`src/rtl/core/scalar_kalman_filter_core_assert.svh`:
```
// Assertion macros for the scalar Kalman filter core.
// SKF_ASSERT_IMP checks a same-cycle implication, SKF_ASSERT_NXT one
// that lands on the following clock edge.
`ifndef SCALAR_KALMAN_FILTER_CORE_ASSERT_SVH
`define SCALAR_KALMAN_FILTER_CORE_ASSERT_SVH

`ifndef SYNTHESIS
`define SKF_ASSERT_IMP(lbl, clk, rst_n, ante, cons) \
    lbl: assert property (@(posedge clk) disable iff (!(rst_n)) (ante) |-> (cons)) \
        else $error("skf: same-cycle check failed");
`define SKF_ASSERT_NXT(lbl, clk, rst_n, ante, cons) \
    lbl: assert property (@(posedge clk) disable iff (!(rst_n)) (ante) |=> (cons)) \
        else $error("skf: next-cycle check failed");
`else
`define SKF_ASSERT_IMP(lbl, clk, rst_n, ante, cons)
`define SKF_ASSERT_NXT(lbl, clk, rst_n, ante, cons)
`endif

`endif

```
`src/rtl/core/skf_pkg.sv`:
```
package skf_pkg;

    // Data widths and fixed-point format
    localparam int DW        = 32;
    localparam int PW        = DW - 1;
    localparam int PRW       = 2 * DW;
    localparam int FRAC_BITS = 16;
    localparam int CFG_IDX_W = 3;
    localparam int DIV_CNT_W = $clog2(DW);

    localparam logic signed [PRW-1:0] SMAX = {{(PRW-DW+1){1'b0}}, {(DW-1){1'b1}}};
    localparam logic signed [PRW-1:0] SMIN = ~SMAX;
    localparam logic signed [PRW-1:0] ONE  = PRW'(1) << FRAC_BITS;
    localparam logic signed [PRW-1:0] HALF = PRW'(1) << (FRAC_BITS - 1);

    // Divider quotient limits and last iteration
    localparam logic [DW-1:0] QPOS_LIM = {1'b0, {(DW-1){1'b1}}};
    localparam logic [DW-1:0] QNEG_LIM = {1'b1, {(DW-1){1'b0}}};
    localparam logic [DIV_CNT_W-1:0] DIV_CNT_LAST = DIV_CNT_W'(DW - 1);

    // Configuration register indexes
    localparam logic [CFG_IDX_W-1:0] CFG_PROCESS_NOISE      = CFG_IDX_W'(0);
    localparam logic [CFG_IDX_W-1:0] CFG_MEASURE_NOISE      = CFG_IDX_W'(1);
    localparam logic [CFG_IDX_W-1:0] CFG_TRANSITION_GAIN    = CFG_IDX_W'(2);
    localparam logic [CFG_IDX_W-1:0] CFG_OBSERVE_GAIN       = CFG_IDX_W'(3);
    localparam logic [CFG_IDX_W-1:0] CFG_INITIAL_COVARIANCE = CFG_IDX_W'(4);
    localparam logic [CFG_IDX_W-1:0] CFG_INITIAL_ESTIMATE   = CFG_IDX_W'(5);

    // Reset values (Q16.16)
    localparam logic [PW-1:0] RST_PROCESS_NOISE      = PW'(6554);
    localparam logic [PW-1:0] RST_MEASURE_NOISE      = PW'(6554);
    localparam logic [DW-1:0] RST_TRANSITION_GAIN    = DW'(52429);
    localparam logic [DW-1:0] RST_OBSERVE_GAIN       = DW'(78643);
    localparam logic [PW-1:0] RST_INITIAL_COVARIANCE = PW'(6554);
    localparam logic [DW-1:0] RST_INITIAL_ESTIMATE   = '0;

    typedef struct packed {
        logic [PW-1:0] process_noise;
        logic [PW-1:0] measure_noise;
        logic [DW-1:0] transition_gain;
        logic [DW-1:0] observe_gain;
        logic [PW-1:0] initial_covariance;
        logic [DW-1:0] initial_estimate;
    } t_cfg;

    // Multiplier operand pairs
    typedef enum logic [3:0] {
        MUL_NONE, MUL_FX, MUL_FP, MUL_TF, MUL_HPP,
        MUL_TH, MUL_HXP, MUL_KI, MUL_KH, MUL_APP
    } t_mul_op;

    // Add/saturate operations and their destinations
    typedef enum logic [2:0] {
        ALU_NONE, ALU_XP, ALU_PP, ALU_S, ALU_INNOV, ALU_K, ALU_XN, ALU_A
    } t_alu_op;

    typedef struct packed {
        logic    load;
        t_mul_op mul_op;
        logic    rnd_en;
        logic    num_load;
        t_alu_op alu_op;
        logic    div_start;
        logic    commit;
    } t_dp_cmd;

    typedef struct packed {
        logic zden;
        logic div_done;
    } t_dp_sts;

    typedef enum logic [4:0] {
        ST_IDLE, ST_M_FX, ST_R_FX, ST_M_FP, ST_R_FP, ST_M_TF, ST_R_TF, ST_PP,
        ST_M_HPP, ST_R_HPP, ST_M_TH, ST_R_TH, ST_S, ST_R_HXP, ST_INNOV,
        ST_DIV_WAIT, ST_M_KI, ST_R_KI, ST_XN, ST_R_KH, ST_A, ST_M_APP,
        ST_R_APP, ST_DONE
    } t_state;

    typedef enum logic [1:0] {
        DIV_IDLE, DIV_PREP, DIV_RUN, DIV_DONE
    } t_div_state;

    typedef struct packed {
        logic          clip;
        logic [DW-1:0] val;
    } t_sat;

    typedef struct packed {
        logic          clip;
        logic [PW-1:0] val;
    } t_satp;

    // Saturate to the signed data range
    function automatic t_sat sat_s(input logic signed [PRW-1:0] v);
        t_sat r;
        if (v > SMAX) begin
            r.clip = 1'b1;
            r.val  = SMAX[DW-1:0];
        end else if (v < SMIN) begin
            r.clip = 1'b1;
            r.val  = SMIN[DW-1:0];
        end else begin
            r.clip = 1'b0;
            r.val  = v[DW-1:0];
        end
        return r;
    endfunction

    // Clamp a covariance to 0 .. max positive
    function automatic t_satp clamp_p(input logic signed [PRW-1:0] v);
        t_satp r;
        if (v < 0) begin
            r.clip = 1'b1;
            r.val  = '0;
        end else if (v > SMAX) begin
            r.clip = 1'b1;
            r.val  = SMAX[PW-1:0];
        end else begin
            r.clip = 1'b0;
            r.val  = v[PW-1:0];
        end
        return r;
    endfunction

endpackage

```
`src/rtl/core/skf_div.sv`:
```
// Restoring divider: 64-bit signed dividend by 32-bit signed divisor,
// truncated towards zero and saturated to 32 bits. One bit per cycle.
module skf_div import skf_pkg::*; (
    input  logic                  i_clk,
    input  logic                  i_rst_n,
    input  logic                  i_start,
    input  logic signed [PRW-1:0] i_num,
    input  logic signed [DW-1:0]  i_den,
    output logic                  o_done,
    output logic signed [DW-1:0]  o_quot,
    output logic                  o_clip
);

    t_div_state r_state, n_state;

    logic [PRW-1:0]       r_nmag;
    logic [DW-1:0]        r_dmag;
    logic [DW-1:0]        r_rem;
    logic [DW-1:0]        r_lo;
    logic                 r_neg;
    logic                 r_ovf;
    logic [DIV_CNT_W-1:0] r_cnt;

    logic [PRW-1:0] num_mag;
    logic [DW-1:0]  den_mag;
    logic           ovf_now;
    logic [DW:0]    shifted;
    logic [DW:0]    diff;
    logic           fits;

    // Operand magnitudes
    assign num_mag = i_num[PRW-1] ? PRW'(-i_num) : PRW'(i_num);
    assign den_mag = i_den[DW-1]  ? DW'(-i_den)  : DW'(i_den);

    // Quotient of 2^32 or more whenever the upper half reaches the divisor
    assign ovf_now = (r_nmag[PRW-1:DW] >= r_dmag);

    // One restoring step
    assign shifted = {r_rem, r_lo[DW-1]};
    assign diff    = shifted - {1'b0, r_dmag};
    assign fits    = (shifted >= {1'b0, r_dmag});

    // Next state
    always_comb begin
        n_state = r_state;
        unique case (r_state)
            DIV_IDLE: if (i_start) n_state = DIV_PREP;
            DIV_PREP: n_state = ovf_now ? DIV_DONE : DIV_RUN;
            DIV_RUN:  if (r_cnt == DIV_CNT_LAST) n_state = DIV_DONE;
            DIV_DONE: if (i_start) n_state = DIV_PREP;
        endcase
    end

    // Outputs: sign and saturate the quotient
    always_comb begin
        o_done = (r_state == DIV_DONE);
        o_clip = r_ovf | (r_neg ? (r_lo > QNEG_LIM) : (r_lo > QPOS_LIM));
        if (o_clip) begin
            o_quot = r_neg ? QNEG_LIM : QPOS_LIM;
        end else begin
            o_quot = r_neg ? -r_lo : r_lo;
        end
    end

    always_ff @(posedge i_clk) begin
        if (!i_rst_n) begin
            r_state <= DIV_IDLE;
        end else begin
            r_state <= n_state;
        end
    end

    // Operand and iteration registers
    always_ff @(posedge i_clk) begin
        if (i_start) begin
            r_nmag <= num_mag;
            r_dmag <= den_mag;
            r_neg  <= i_num[PRW-1] ^ i_den[DW-1];
        end else if (r_state == DIV_PREP) begin
            r_ovf <= ovf_now;
            r_rem <= r_nmag[PRW-1:DW];
            r_lo  <= r_nmag[DW-1:0];
            r_cnt <= '0;
        end else if (r_state == DIV_RUN) begin
            r_rem <= fits ? diff[DW-1:0] : shifted[DW-1:0];
            r_lo  <= {r_lo[DW-2:0], fits};
            r_cnt <= r_cnt + DIV_CNT_W'(1);
        end
    end

endmodule

```
`src/rtl/core/skf_dp.sv`:
```
// Filter datapath: one shared multiplier, rounding stage, add/saturate
// unit and divider, plus the estimate/covariance state and result registers.
module skf_dp import skf_pkg::*; (
    input  logic                 i_clk,
    input  logic                 i_rst_n,
    input  t_cfg                 i_cfg,
    input  t_dp_cmd              i_cmd,
    output t_dp_sts              o_sts,
    input  logic signed [DW-1:0] i_measurement,
    input  logic                 i_restart,
    input  logic                 i_last_in,
    output logic signed [DW-1:0] o_estimate,
    output logic signed [DW-1:0] o_gain,
    output logic [PW-1:0]        o_covariance,
    output logic                 o_saturated,
    output logic                 o_zero_denominator,
    output logic                 o_last_out
);

    // Filter state
    logic signed [DW-1:0]  r_x;
    logic [PW-1:0]         r_p;

    // Working registers
    logic signed [DW-1:0]  r_z;
    logic                  r_last;
    logic signed [PRW-1:0] r_prod;
    logic signed [DW-1:0]  r_t;
    logic signed [DW-1:0]  r_xp;
    logic [PW-1:0]         r_pp;
    logic signed [DW-1:0]  r_s;
    logic signed [PRW-1:0] r_num;
    logic signed [DW-1:0]  r_innov;
    logic signed [DW-1:0]  r_k;
    logic signed [DW-1:0]  r_xn;
    logic signed [DW-1:0]  r_a;
    logic                  r_clip;
    logic                  r_zden;

    // Result registers
    logic signed [DW-1:0]  r_est;
    logic signed [DW-1:0]  r_gain;
    logic [PW-1:0]         r_cov;
    logic                  r_sat;
    logic                  r_zden_out;
    logic                  r_last_out;

    logic signed [DW-1:0]  f_s, h_s, p_s, pp_s;
    logic signed [DW-1:0]  mul_a, mul_b;
    logic signed [PRW-1:0] mul_res;
    logic signed [PRW-1:0] rnd_sum, rnd_sh;
    t_sat                  rnd;
    logic signed [PRW-1:0] t64;
    t_sat                  alu_res;
    t_satp                 alu_pp;
    logic                  alu_clip;
    t_satp                 pn;
    logic                  div_done;
    logic signed [DW-1:0]  div_q;
    logic                  div_clip;

    assign f_s  = i_cfg.transition_gain;
    assign h_s  = i_cfg.observe_gain;
    assign p_s  = {1'b0, r_p};
    assign pp_s = {1'b0, r_pp};
    assign t64  = PRW'(r_t);

    // Multiplier operand select
    always_comb begin
        unique case (i_cmd.mul_op)
            MUL_FX:  begin mul_a = f_s;  mul_b = r_x;     end
            MUL_FP:  begin mul_a = f_s;  mul_b = p_s;     end
            MUL_TF:  begin mul_a = r_t;  mul_b = f_s;     end
            MUL_HPP: begin mul_a = pp_s; mul_b = h_s;     end
            MUL_TH:  begin mul_a = r_t;  mul_b = h_s;     end
            MUL_HXP: begin mul_a = h_s;  mul_b = r_xp;    end
            MUL_KI:  begin mul_a = r_k;  mul_b = r_innov; end
            MUL_KH:  begin mul_a = r_k;  mul_b = h_s;     end
            MUL_APP: begin mul_a = r_a;  mul_b = pp_s;    end
            default: begin mul_a = '0;   mul_b = '0;      end
        endcase
    end

    assign mul_res = PRW'(mul_a) * PRW'(mul_b);

    // Round to nearest (ties up), drop fraction bits, saturate
    assign rnd_sum = r_prod + HALF;
    assign rnd_sh  = rnd_sum >>> FRAC_BITS;
    assign rnd     = sat_s(rnd_sh);

    // Add and saturate
    always_comb begin
        alu_res = '0;
        alu_pp  = '0;
        unique case (i_cmd.alu_op)
            ALU_PP:    alu_pp  = clamp_p(t64 + PRW'(i_cfg.process_noise));
            ALU_S:     alu_res = sat_s(t64 + PRW'(i_cfg.measure_noise));
            ALU_INNOV: alu_res = sat_s(PRW'(r_z) - t64);
            ALU_K: begin
                if (!r_zden) begin
                    alu_res.val  = div_q;
                    alu_res.clip = div_clip;
                end
            end
            ALU_XN:    alu_res = sat_s(PRW'(r_xp) + t64);
            ALU_A:     alu_res = sat_s(ONE - t64);
            ALU_NONE, ALU_XP: begin
            end
        endcase
    end

    assign alu_clip = alu_res.clip | alu_pp.clip;

    // Updated covariance is the last rounded product, kept non-negative
    assign pn = clamp_p(t64);

    skf_div u_div (
        .i_clk   (i_clk),
        .i_rst_n (i_rst_n),
        .i_start (i_cmd.div_start),
        .i_num   (r_num),
        .i_den   (r_s),
        .o_done  (div_done),
        .o_quot  (div_q),
        .o_clip  (div_clip)
    );

    assign o_sts.zden     = r_zden;
    assign o_sts.div_done = div_done;

    // Estimate and covariance state
    always_ff @(posedge i_clk) begin
        if (!i_rst_n) begin
            r_x <= RST_INITIAL_ESTIMATE;
            r_p <= RST_INITIAL_COVARIANCE;
        end else if (i_cmd.load && i_restart) begin
            r_x <= i_cfg.initial_estimate;
            r_p <= i_cfg.initial_covariance;
        end else if (i_cmd.commit) begin
            r_x <= r_xn;
            r_p <= pn.val;
        end
    end

    // Status flags of the request in flight
    always_ff @(posedge i_clk) begin
        if (!i_rst_n) begin
            r_clip <= 1'b0;
            r_zden <= 1'b0;
        end else begin
            if (i_cmd.load) begin
                r_clip <= 1'b0;
            end else begin
                r_clip <= r_clip | (i_cmd.rnd_en & rnd.clip) | alu_clip;
            end
            if (i_cmd.alu_op == ALU_S) begin
                r_zden <= (alu_res.val == '0);
            end
        end
    end

    // Working registers
    always_ff @(posedge i_clk) begin
        if (i_cmd.load) begin
            r_z    <= i_measurement;
            r_last <= i_last_in;
        end
        if (i_cmd.mul_op != MUL_NONE) begin
            r_prod <= mul_res;
        end
        if (i_cmd.rnd_en) begin
            r_t <= rnd.val;
        end
        if (i_cmd.num_load) begin
            r_num <= r_prod;
        end
        unique case (i_cmd.alu_op)
            ALU_XP:    r_xp    <= r_t;
            ALU_PP:    r_pp    <= alu_pp.val;
            ALU_S:     r_s     <= alu_res.val;
            ALU_INNOV: r_innov <= alu_res.val;
            ALU_K:     r_k     <= alu_res.val;
            ALU_XN:    r_xn    <= alu_res.val;
            ALU_A:     r_a     <= alu_res.val;
            ALU_NONE: begin
            end
        endcase
    end

    // Result registers
    always_ff @(posedge i_clk) begin
        if (i_cmd.commit) begin
            r_est      <= r_xn;
            r_gain     <= r_k;
            r_cov      <= pn.val;
            r_sat      <= r_clip | pn.clip;
            r_zden_out <= r_zden;
            r_last_out <= r_last;
        end
    end

    assign o_estimate         = r_est;
    assign o_gain             = r_gain;
    assign o_covariance       = r_cov;
    assign o_saturated        = r_sat;
    assign o_zero_denominator = r_zden_out;
    assign o_last_out         = r_last_out;

endmodule

```
`src/rtl/core/skf_ctrl.sv`:
```
// Step sequencer: walks one request through predict, gain and update,
// and owns the result valid flag.
module skf_ctrl import skf_pkg::*; (
    input  logic    i_clk,
    input  logic    i_rst_n,
    input  logic    i_in_valid,
    output logic    o_in_stall,
    output logic    o_out_valid,
    input  logic    i_out_stall,
    input  t_dp_sts i_sts,
    output t_dp_cmd o_cmd
);

    t_state r_state, n_state;
    logic   r_out_valid, n_out_valid;
    logic   out_free;

    // Result register may be overwritten
    assign out_free = !(r_out_valid && i_out_stall);

    // Next state
    always_comb begin
        n_state = r_state;
        unique case (r_state)
            ST_IDLE:     if (i_in_valid) n_state = ST_M_FX;
            ST_M_FX:     n_state = ST_R_FX;
            ST_R_FX:     n_state = ST_M_FP;
            ST_M_FP:     n_state = ST_R_FP;
            ST_R_FP:     n_state = ST_M_TF;
            ST_M_TF:     n_state = ST_R_TF;
            ST_R_TF:     n_state = ST_PP;
            ST_PP:       n_state = ST_M_HPP;
            ST_M_HPP:    n_state = ST_R_HPP;
            ST_R_HPP:    n_state = ST_M_TH;
            ST_M_TH:     n_state = ST_R_TH;
            ST_R_TH:     n_state = ST_S;
            ST_S:        n_state = ST_R_HXP;
            ST_R_HXP:    n_state = ST_INNOV;
            ST_INNOV:    n_state = ST_DIV_WAIT;
            ST_DIV_WAIT: if (i_sts.zden || i_sts.div_done) n_state = ST_M_KI;
            ST_M_KI:     n_state = ST_R_KI;
            ST_R_KI:     n_state = ST_XN;
            ST_XN:       n_state = ST_R_KH;
            ST_R_KH:     n_state = ST_A;
            ST_A:        n_state = ST_M_APP;
            ST_M_APP:    n_state = ST_R_APP;
            ST_R_APP:    n_state = ST_DONE;
            ST_DONE:     if (out_free) n_state = ST_IDLE;
            default:     n_state = ST_IDLE;
        endcase
    end

    // Datapath commands
    always_comb begin
        o_cmd = '0;
        unique case (r_state)
            ST_IDLE:     o_cmd.load = i_in_valid;
            ST_M_FX:     o_cmd.mul_op = MUL_FX;
            ST_M_FP: begin
                o_cmd.mul_op = MUL_FP;
                o_cmd.alu_op = ALU_XP;
            end
            ST_M_TF:     o_cmd.mul_op = MUL_TF;
            ST_PP:       o_cmd.alu_op = ALU_PP;
            ST_M_HPP:    o_cmd.mul_op = MUL_HPP;
            ST_R_HPP: begin
                o_cmd.rnd_en   = 1'b1;
                o_cmd.num_load = 1'b1;
            end
            ST_M_TH:     o_cmd.mul_op = MUL_TH;
            ST_S: begin
                o_cmd.alu_op = ALU_S;
                o_cmd.mul_op = MUL_HXP;
            end
            ST_R_HXP: begin
                o_cmd.rnd_en    = 1'b1;
                o_cmd.div_start = !i_sts.zden;
            end
            ST_INNOV:    o_cmd.alu_op = ALU_INNOV;
            ST_DIV_WAIT: begin
                if (i_sts.zden || i_sts.div_done) o_cmd.alu_op = ALU_K;
            end
            ST_M_KI:     o_cmd.mul_op = MUL_KI;
            ST_XN: begin
                o_cmd.mul_op = MUL_KH;
                o_cmd.alu_op = ALU_XN;
            end
            ST_A:        o_cmd.alu_op = ALU_A;
            ST_M_APP:    o_cmd.mul_op = MUL_APP;
            ST_R_FX, ST_R_FP, ST_R_TF, ST_R_TH, ST_R_KI, ST_R_KH, ST_R_APP:
                         o_cmd.rnd_en = 1'b1;
            ST_DONE:     o_cmd.commit = out_free;
            default: begin
            end
        endcase
    end

    // Handshake outputs
    always_comb begin
        o_in_stall  = (r_state != ST_IDLE);
        o_out_valid = r_out_valid;
        if (o_cmd.commit) begin
            n_out_valid = 1'b1;
        end else if (!i_out_stall) begin
            n_out_valid = 1'b0;
        end else begin
            n_out_valid = r_out_valid;
        end
    end

    always_ff @(posedge i_clk) begin
        if (!i_rst_n) begin
            r_state     <= ST_IDLE;
            r_out_valid <= 1'b0;
        end else begin
            r_state     <= n_state;
            r_out_valid <= n_out_valid;
        end
    end

endmodule

```
`src/rtl/core/scalar_kalman_filter_core.sv`:
```
// Scalar Kalman filter, signed Q16.16 with saturation.
// One request at a time: the input stalls from acceptance until the result is committed.
// The 32-step divider is skipped when the denominator is zero and cut short when
// the gain quotient overflows 32 bits.
// Reset (synchronous, active low): configuration registers take their defaults,
// estimate 0, covariance 6554, sequencer idle and no result pending.
`include "scalar_kalman_filter_core_assert.svh"

module scalar_kalman_filter_core import skf_pkg::*; (
    input  logic                 i_clk,
    input  logic                 i_rst_n,
    input  logic                 i_in_valid,
    output logic                 o_in_stall,
    input  logic signed [DW-1:0] i_measurement,
    input  logic                 i_restart,
    input  logic                 i_last_in,
    output logic                 o_out_valid,
    input  logic                 i_out_stall,
    output logic signed [DW-1:0] o_estimate,
    output logic signed [DW-1:0] o_gain,
    output logic [PW-1:0]        o_covariance,
    output logic                 o_saturated,
    output logic                 o_zero_denominator,
    output logic                 o_last_out,
    input  logic                 i_cfg_valid,
    output logic                 o_cfg_ready,
    input  logic [CFG_IDX_W-1:0] i_cfg_index,
    input  logic [DW-1:0]        i_cfg_data
);

    t_cfg    r_cfg;
    t_dp_cmd cmd;
    t_dp_sts sts;

    // Register file always takes writes
    assign o_cfg_ready = 1'b1;

    // Configuration registers; unknown indexes are ignored
    always_ff @(posedge i_clk) begin
        if (!i_rst_n) begin
            r_cfg <= '{process_noise:      RST_PROCESS_NOISE,
                       measure_noise:      RST_MEASURE_NOISE,
                       transition_gain:    RST_TRANSITION_GAIN,
                       observe_gain:       RST_OBSERVE_GAIN,
                       initial_covariance: RST_INITIAL_COVARIANCE,
                       initial_estimate:   RST_INITIAL_ESTIMATE};
        end else if (i_cfg_valid) begin
            unique case (i_cfg_index)
                CFG_PROCESS_NOISE:      r_cfg.process_noise      <= i_cfg_data[PW-1:0];
                CFG_MEASURE_NOISE:      r_cfg.measure_noise      <= i_cfg_data[PW-1:0];
                CFG_TRANSITION_GAIN:    r_cfg.transition_gain    <= i_cfg_data;
                CFG_OBSERVE_GAIN:       r_cfg.observe_gain       <= i_cfg_data;
                CFG_INITIAL_COVARIANCE: r_cfg.initial_covariance <= i_cfg_data[PW-1:0];
                CFG_INITIAL_ESTIMATE:   r_cfg.initial_estimate   <= i_cfg_data;
                default: begin
                end
            endcase
        end
    end

    skf_ctrl u_ctrl (
        .i_clk       (i_clk),
        .i_rst_n     (i_rst_n),
        .i_in_valid  (i_in_valid),
        .o_in_stall  (o_in_stall),
        .o_out_valid (o_out_valid),
        .i_out_stall (i_out_stall),
        .i_sts       (sts),
        .o_cmd       (cmd)
    );

    skf_dp u_dp (
        .i_clk              (i_clk),
        .i_rst_n            (i_rst_n),
        .i_cfg              (r_cfg),
        .i_cmd              (cmd),
        .o_sts              (sts),
        .i_measurement      (i_measurement),
        .i_restart          (i_restart),
        .i_last_in          (i_last_in),
        .o_estimate         (o_estimate),
        .o_gain             (o_gain),
        .o_covariance       (o_covariance),
        .o_saturated        (o_saturated),
        .o_zero_denominator (o_zero_denominator),
        .o_last_out         (o_last_out)
    );

    // A pending result is never overwritten
    `SKF_ASSERT_IMP(a_commit_free, i_clk, i_rst_n, cmd.commit, !(o_out_valid && i_out_stall))
    // An accepted request closes the input until it is done
    `SKF_ASSERT_NXT(a_busy_after_accept, i_clk, i_rst_n, i_in_valid && !o_in_stall, o_in_stall)
    // The divider is never started on a zero denominator
    `SKF_ASSERT_IMP(a_div_nonzero, i_clk, i_rst_n, cmd.div_start, !sts.zden)
    // Every commit shows up as a valid result
    `SKF_ASSERT_NXT(a_commit_valid, i_clk, i_rst_n, cmd.commit, o_out_valid)

endmodule
```
`config.mk`:
```
export PLATFORM = sky130hd
export DESIGN_NAME = scalar_kalman_filter_core
export DESIGN_NICKNAME = d
export VERILOG_FILES = /design/src/rtl/core/skf_pkg.sv /design/src/rtl/core/skf_div.sv /design/src/rtl/core/skf_dp.sv /design/src/rtl/core/skf_ctrl.sv /design/src/rtl/core/scalar_kalman_filter_core.sv
export VERILOG_INCLUDE_DIRS = /design/src /design/src/rtl/core
export SDC_FILE = /design/constraint.sdc
export NUM_CORES = 2
export LEC_CHECK = 0
export BUFFER_PORTS_ARGS = -buffer_cell sky130_fd_sc_hd__buf_4
export CAP_MARGIN = 30
export CORE_MARGIN = 4
export CORE_UTILIZATION = 50
export CTS_BUF_LIST = sky130_fd_sc_hd__clkbuf_4 sky130_fd_sc_hd__clkbuf_8
export CTS_CLUSTER_DIAMETER = 80
export DETAILED_ROUTE_END_ITERATION = 12
export PLACE_DENSITY = 0.63
export REMOVE_ABC_BUFFERS = 1
export SYNTH_ARGS = -nofsm -noshare
export SYNTH_HDL_FRONTEND = slang
export SYNTH_SLANG_ARGS = --single-unit
export TNS_END_PERCENT = 20
```
`constraint.sdc`:
```
create_clock -name i_clk -period 28.7 [get_ports i_clk]
set_input_delay 2.87 -clock i_clk [delete_from_list [all_inputs] [get_ports i_clk]]
set_output_delay 2.87 -clock i_clk [all_outputs]
set_load 0.05 [all_outputs]
```
# == After elaboration in Yosys (flattened, before gate mapping) ==
# Cells that the tools add are included.
# word_totals
word_cells,218
ff_bits,943
inputBits,74
out_inout_bits,101
# classes
muxes,53
n_lt_le_gt_ge,18
addsub,11
reduce_logical,31
eq_ne,54
multipliers,1
bitwise,10
# ops
op,count
$mux W32,15
$mux W33,11
$gt A64 B32 Y1 const B,5
$lt A64 B32 Y1 const B,4
$pmux W32 S7,1
$pmux W32 S6,1
$pmux W33 S5,1
$pmux W5 S24,1
$add A32 B32 Y33,3
$mux W31,3
$add A64 B17 Y64 const B,1
$gt A32 B32 Y1 const B,2
$lt A64 B1 Y1 const B,1
$mul A32 B32 Y64,1
$neg A32 Y32,2
$neg A64 Y64,1
$mux W63,1
$gt A48 B32 Y1 const B,1
$lt A48 B32 Y1 const B,1
$eq A5 B5 Y1 const B,9
$eq A5 B4 Y1 const B,8
$pmux W4 S9,1
$ge A33 B32 Y1,1
$sub A18 B32 Y33 const A,1
45 further kinds,102

# == Logic depth before layout (Yosys ltp) ==
# logic_depth
depth_word,8
mapped_depth,42
mapped_depth_nobuf,37

# == Hierarchy ==
# A second synthesis with hierarchy kept.
# unflattened
hier_cells,8693
hier_area_um2,86291.5
# modules_own_cells
module,area_each_um2,seq_area_each_um2,instances,cells_each
skf_dp,66646.4,16736.1,1,6790
skf_div,11831.3,5054.8,1,1139
scalar_kalman_filter_core,7136.8,3783.6,1,677
skf_ctrl,676.9,120.1,1,87

# == Worst setup path before layout ==
# Ideal clock, no wire load.
# synth_path
kind,register to register
from,register u_ctrl.r_state[4]
to,"register u_dp.r_prod[63], data pin"
period_less_slack_ns,11.148
path_buffers,6
setup_time_ns,0.265
arrival_ns,10.883
path_stages_with_launch,41
required_ns,28.435
setup_slack_ns,17.552
cell_sequence,dfxtp_1 > clkbuf_1 > nand2b_1 > or3_1 > clkbuf_1 > inv_1 > clkbuf_1 > clkbuf_1 > buf_1 > a22oi_1 > nand3_1 > clkbuf_1 > nand2_1 > fa_1 > inv_1 > fa_1 > inv_1 > fa_1 > [... 5 more ...] > fa_1 > inv_1 > fa_1 > ha_1 > a21o_1 > a21o_1 > a211o_1 > a2111oi_0 > a211oi_1 > o21ai_0 > a21oi_1 > nor4_1 > o21ai_0 > a21boi_0 > a21o_1 > o21ai_0 > a221oi_1 > xnor2_1
# synth_between
elab_chain_cells,6
word_cells_on_any_way,26
cone_classes,mul (1); eq/ne (18); mux (3); reduce/logical (4)
# synth_lines
item,line_no,rtl
"start, declared",skf_ctrl.sv:14,"t_state r_state, n_state;"
"start signal, assigned",skf_ctrl.sv:116,r_state <= n_state;
"$eq A5 B5 Y1, or another cell as far along",skf_ctrl.sv:56,unique case (r_state)
$pmux W4 S9 *,skf_ctrl.sv:56,
"$eq A4 B3 Y1, or another cell as far along",skf_dp.sv:70,unique case (i_cmd.mul_op)
$reduce_or A3 Y1 (no source line) or $reduce_or A2 Y1 (tied branches),n/a,
$pmux W32 S7 or $pmux W32 S6 (tied branches),skf_dp.sv:70,
$mul A32 B32 Y64 *,skf_dp.sv:84,assign mul_res = PRW'(mul_a) * PRW'(mul_b);
via u_dp.mul_res[63],skf_dp.sv:50,logic signed [PRW-1:0] mul_res;
"end signal, assigned",skf_dp.sv:169,r_prod <= mul_res;
"end, declared",skf_dp.sv:27,logic signed [PRW-1:0] r_prod;
# Mark *: on every way through the listed nets, which the timed path passes. The rest lies on a longest branch.
# A chain may end at the register's enable or synchronous reset.

# == Worst setup path after layout ==
# layout_path
from,register u_ctrl.r_state[3]
to,"register u_dp.r_prod[63], data pin"
# The elaborated chain is that of the path after synthesis.

==> metrics.yaml <==
drt_first_pass_iters: 9
hold_ws_ns: 0.415
seqPwrFrac_pct: 40.9
critPathArrivalTime_ns: 13.28
antenna_found_initial: 12
cts_hold_buf: 0
r2r_start: "u_ctrl.r_state[3]"
fin_crit_sh_pct: 44.1
ios: 175
cts_tree: "yes"
yosysSeqAreaShare_pct: 30.6
clkSlewWorstSetupHoldPaths_ns: 0.06
endpoint_kind: "register"
core_mm2: 0.167
min_from: "u_dp.r_last"
postCtsSetupBuffers: 0
synth-edff-count: 681
syn_area_per_cell_um2: 9.62
fillers: 15000
critPathKind: "register to register"
synth_cells: 8740
fin_setup_tns_ns: 0
max_slew.worst_pin.slew_ns: 1.15
htree_levels: 4
cts_made_buffers: 158
ant_nets: 0
grt_usage_pct: 36.3
final_common_cell: "inv_1"
syn_area_mm2: 0.0840
dieArea_mm2: 0.175
ys_types: 85
required_ns: 29.32
p_sw_mw: 1.52
place.port_buffers: 173
worst_setup_path_start_kind: "register"
grt_overflow_total: 0
wl_met2_um: 143000
multi_input_area_mm2: 0.0522
grt_start_max_net_pins: 79
nNetsFinal: 10400
regArea_mm2: 0.0257
slowest_stage: "a21o_1"
reg2reg_slack_ns: 16.05
skew_ns: 0.0659
maxCapViolCount: 0
fp-row-count: 150
ctsLongestPathBuffers: 3
dp_slack_ns: 16.11
drcViolationCount: 0
globalplace.congestion: 1.02
grt_pass1_wl_um: 458000
power.leakage_nw: 41.1
routed_wl_um: 317000
crit_start: "u_ctrl.r_state[3]"
area_growth_pct: 9.12
p_int_mw: 2.71
hold_viol: 0
holdPathEnd: "u_dp.o_last_out"
wire_per_inst_um: 28.4
crit_top_cell: "fa_1"
die_h_um: 418
hold_path_depth: 0
wl_met1_um: 119000
highest_layer: "met4"
viasPerCell: 6.03
power.density_mw_per_mm2: 46.2
setup_violations: 0
cts_root_buf: "clkbuf_8"
place_hpwl_um: 240000
cts_resized: 0
grt_setup_unrepaired: "no"
hp-class: "register to register"
p_sw_share_pct: 36.0
r2r_cells: 36
pwr-share-comb_pct: 29.2
die_width_um: 418
mostFrequentLayoutCells: "inv_1 (1,351), nand2_1 (1,233), fa_1 (1,087), nor2_1 (763), edfxtp_1 (681)"
synthArstFlopShare_pct: 0
maxSlewViolCount: 0
drtIter0Drc: 7921
status: "complete, no violations"
drive_gt1_share_pct: 8.60
final_core_util_pct: 54.9
clk_latency_ns: 0.91
ys.flop_type: "edfxtp_1"
first_global_vias: 67800
critPathMaxFanout: 35
yosysWarnings: 0
p_clk_share_pct: 29.8
max_freq_mhz: 79.0
setup_slack_ns: 16.05
r2r-end: "u_dp.r_prod[63]"
vias: 67400
clock-sinks: 943
slowest_delay_ns: 0.88
ys_ff_latch: 943
start_util_pct: 50.3
layout_min_cycle_time_ns: 12.65
slew_headroom_pct: 23.5
dr_wl_met3_um: 30900
vdd_drop_max_mv: 0.0441
## area by class of cell
type | instances | area share, %
diodes | 11 | 0.0300
clock buffers | 222 | 2.97
clock inverters | 64 | 0.596
inverters | 1358 | 5.57
multi-input cells | 6038 | 56.9
flip-flops and latches | 943 | 28.0
well taps | 2204 | 3.01
repair buffers | 338 | 2.89
## power groups by stage
stage / Combinational (mW) / Clock, mW / Sequential (mW)
2_1_floorplan: 0.773 / 0 / 1.71
3_3_place_gp: 1.18 / 0 / 1.75
3_5_place_dp: 1.20 / 0 / 1.75
4_1_cts: 1.21 / 1.28 / 1.73
5_1_grt: 1.33 / 1.34 / 1.74
6_report: 1.24 / 1.26 / 1.73
## per-layer routing
metal / global-route usage (%) / vias to the layer above
met5: 0 / -
met4: 23.4 / 0
met3: 7.60 / 963
met2: 56.4 / 3852
met1: 46.2 / 33700
li1: - / 28900
## worst max-delay path: cells and delay by family, from the launching register on
| kind | cells | cell delay (ns) |
|---|---|---|
| adder cells (fa/ha/maj) | 9 | 4.63 |
| AO/OA/AOI/OAI | 14 | 3.88 |
| AND/OR/NAND/NOR | 5 | 1.58 |
| buffers and inverters | 7 | 1.30 |
| flip-flops | 1 | 0.74 |
| XOR/XNOR | 1 | 0.13 |
## synthesized netlist by cell type (all sizes together), types with 94 or more instances
library cell     n  area (um2)
inv           1355        5090
nand3          150         751
dfxtp          262        5250
xnor2          254        2220
ha             385        4820
a22oi           94         706
xor2           128        1120
o21ai          270        1350
clkbuf         380        1430
fa            1087       21800
nand2         1237        4650
nor2           774        2910
a21oi          436        2180
edfxtp         681       20400
a21o           127         953
## stage by stage
stage	power, mW	instances	cell area (um2)
finish	4.23	11200	91700
global route	4.41	11200	91700
CTS	4.22	11200	91600
detailed placement	2.96	10900	88400
global placement	2.94	10900	88200
floorplan	2.49	8339	82500
## flip-flops by register name, indices dropped and copies added (netlist names), 64 cells and up
signal,flops
r_cfg,189
u_dp.r_prod,64
u_dp.r_num,64
u_dp.u_div.r_nmag,64
## worst max path at each step
stage / endpoint / slack, ns / cells past startpoint
floorplan: u_dp.r_prod[63] / 17.06 / 33
CTS: u_dp.r_prod[63] / 16.05 / 36
global route: u_dp.r_prod[63] / 15.57 / 36
finish: u_dp.r_prod[63] / 16.05 / 36
global placement: u_dp.r_prod[63] / 16.43 / 36
detailed placement: u_dp.r_prod[63] / 16.11 / 36
## cells by family after synthesis
group	after synthesis	share of synthesized area (%)
fa+ha+maj	1472	31.6
xor+xnor	382	3.98
flops	943	30.6
buf+inv	1759	7.86
other cells	1	0.00446
mux	85	1.09
compound gates	1448	11.2
simple gates	2650	13.6
No activity file was read; power rests on OpenSTA's default activity.
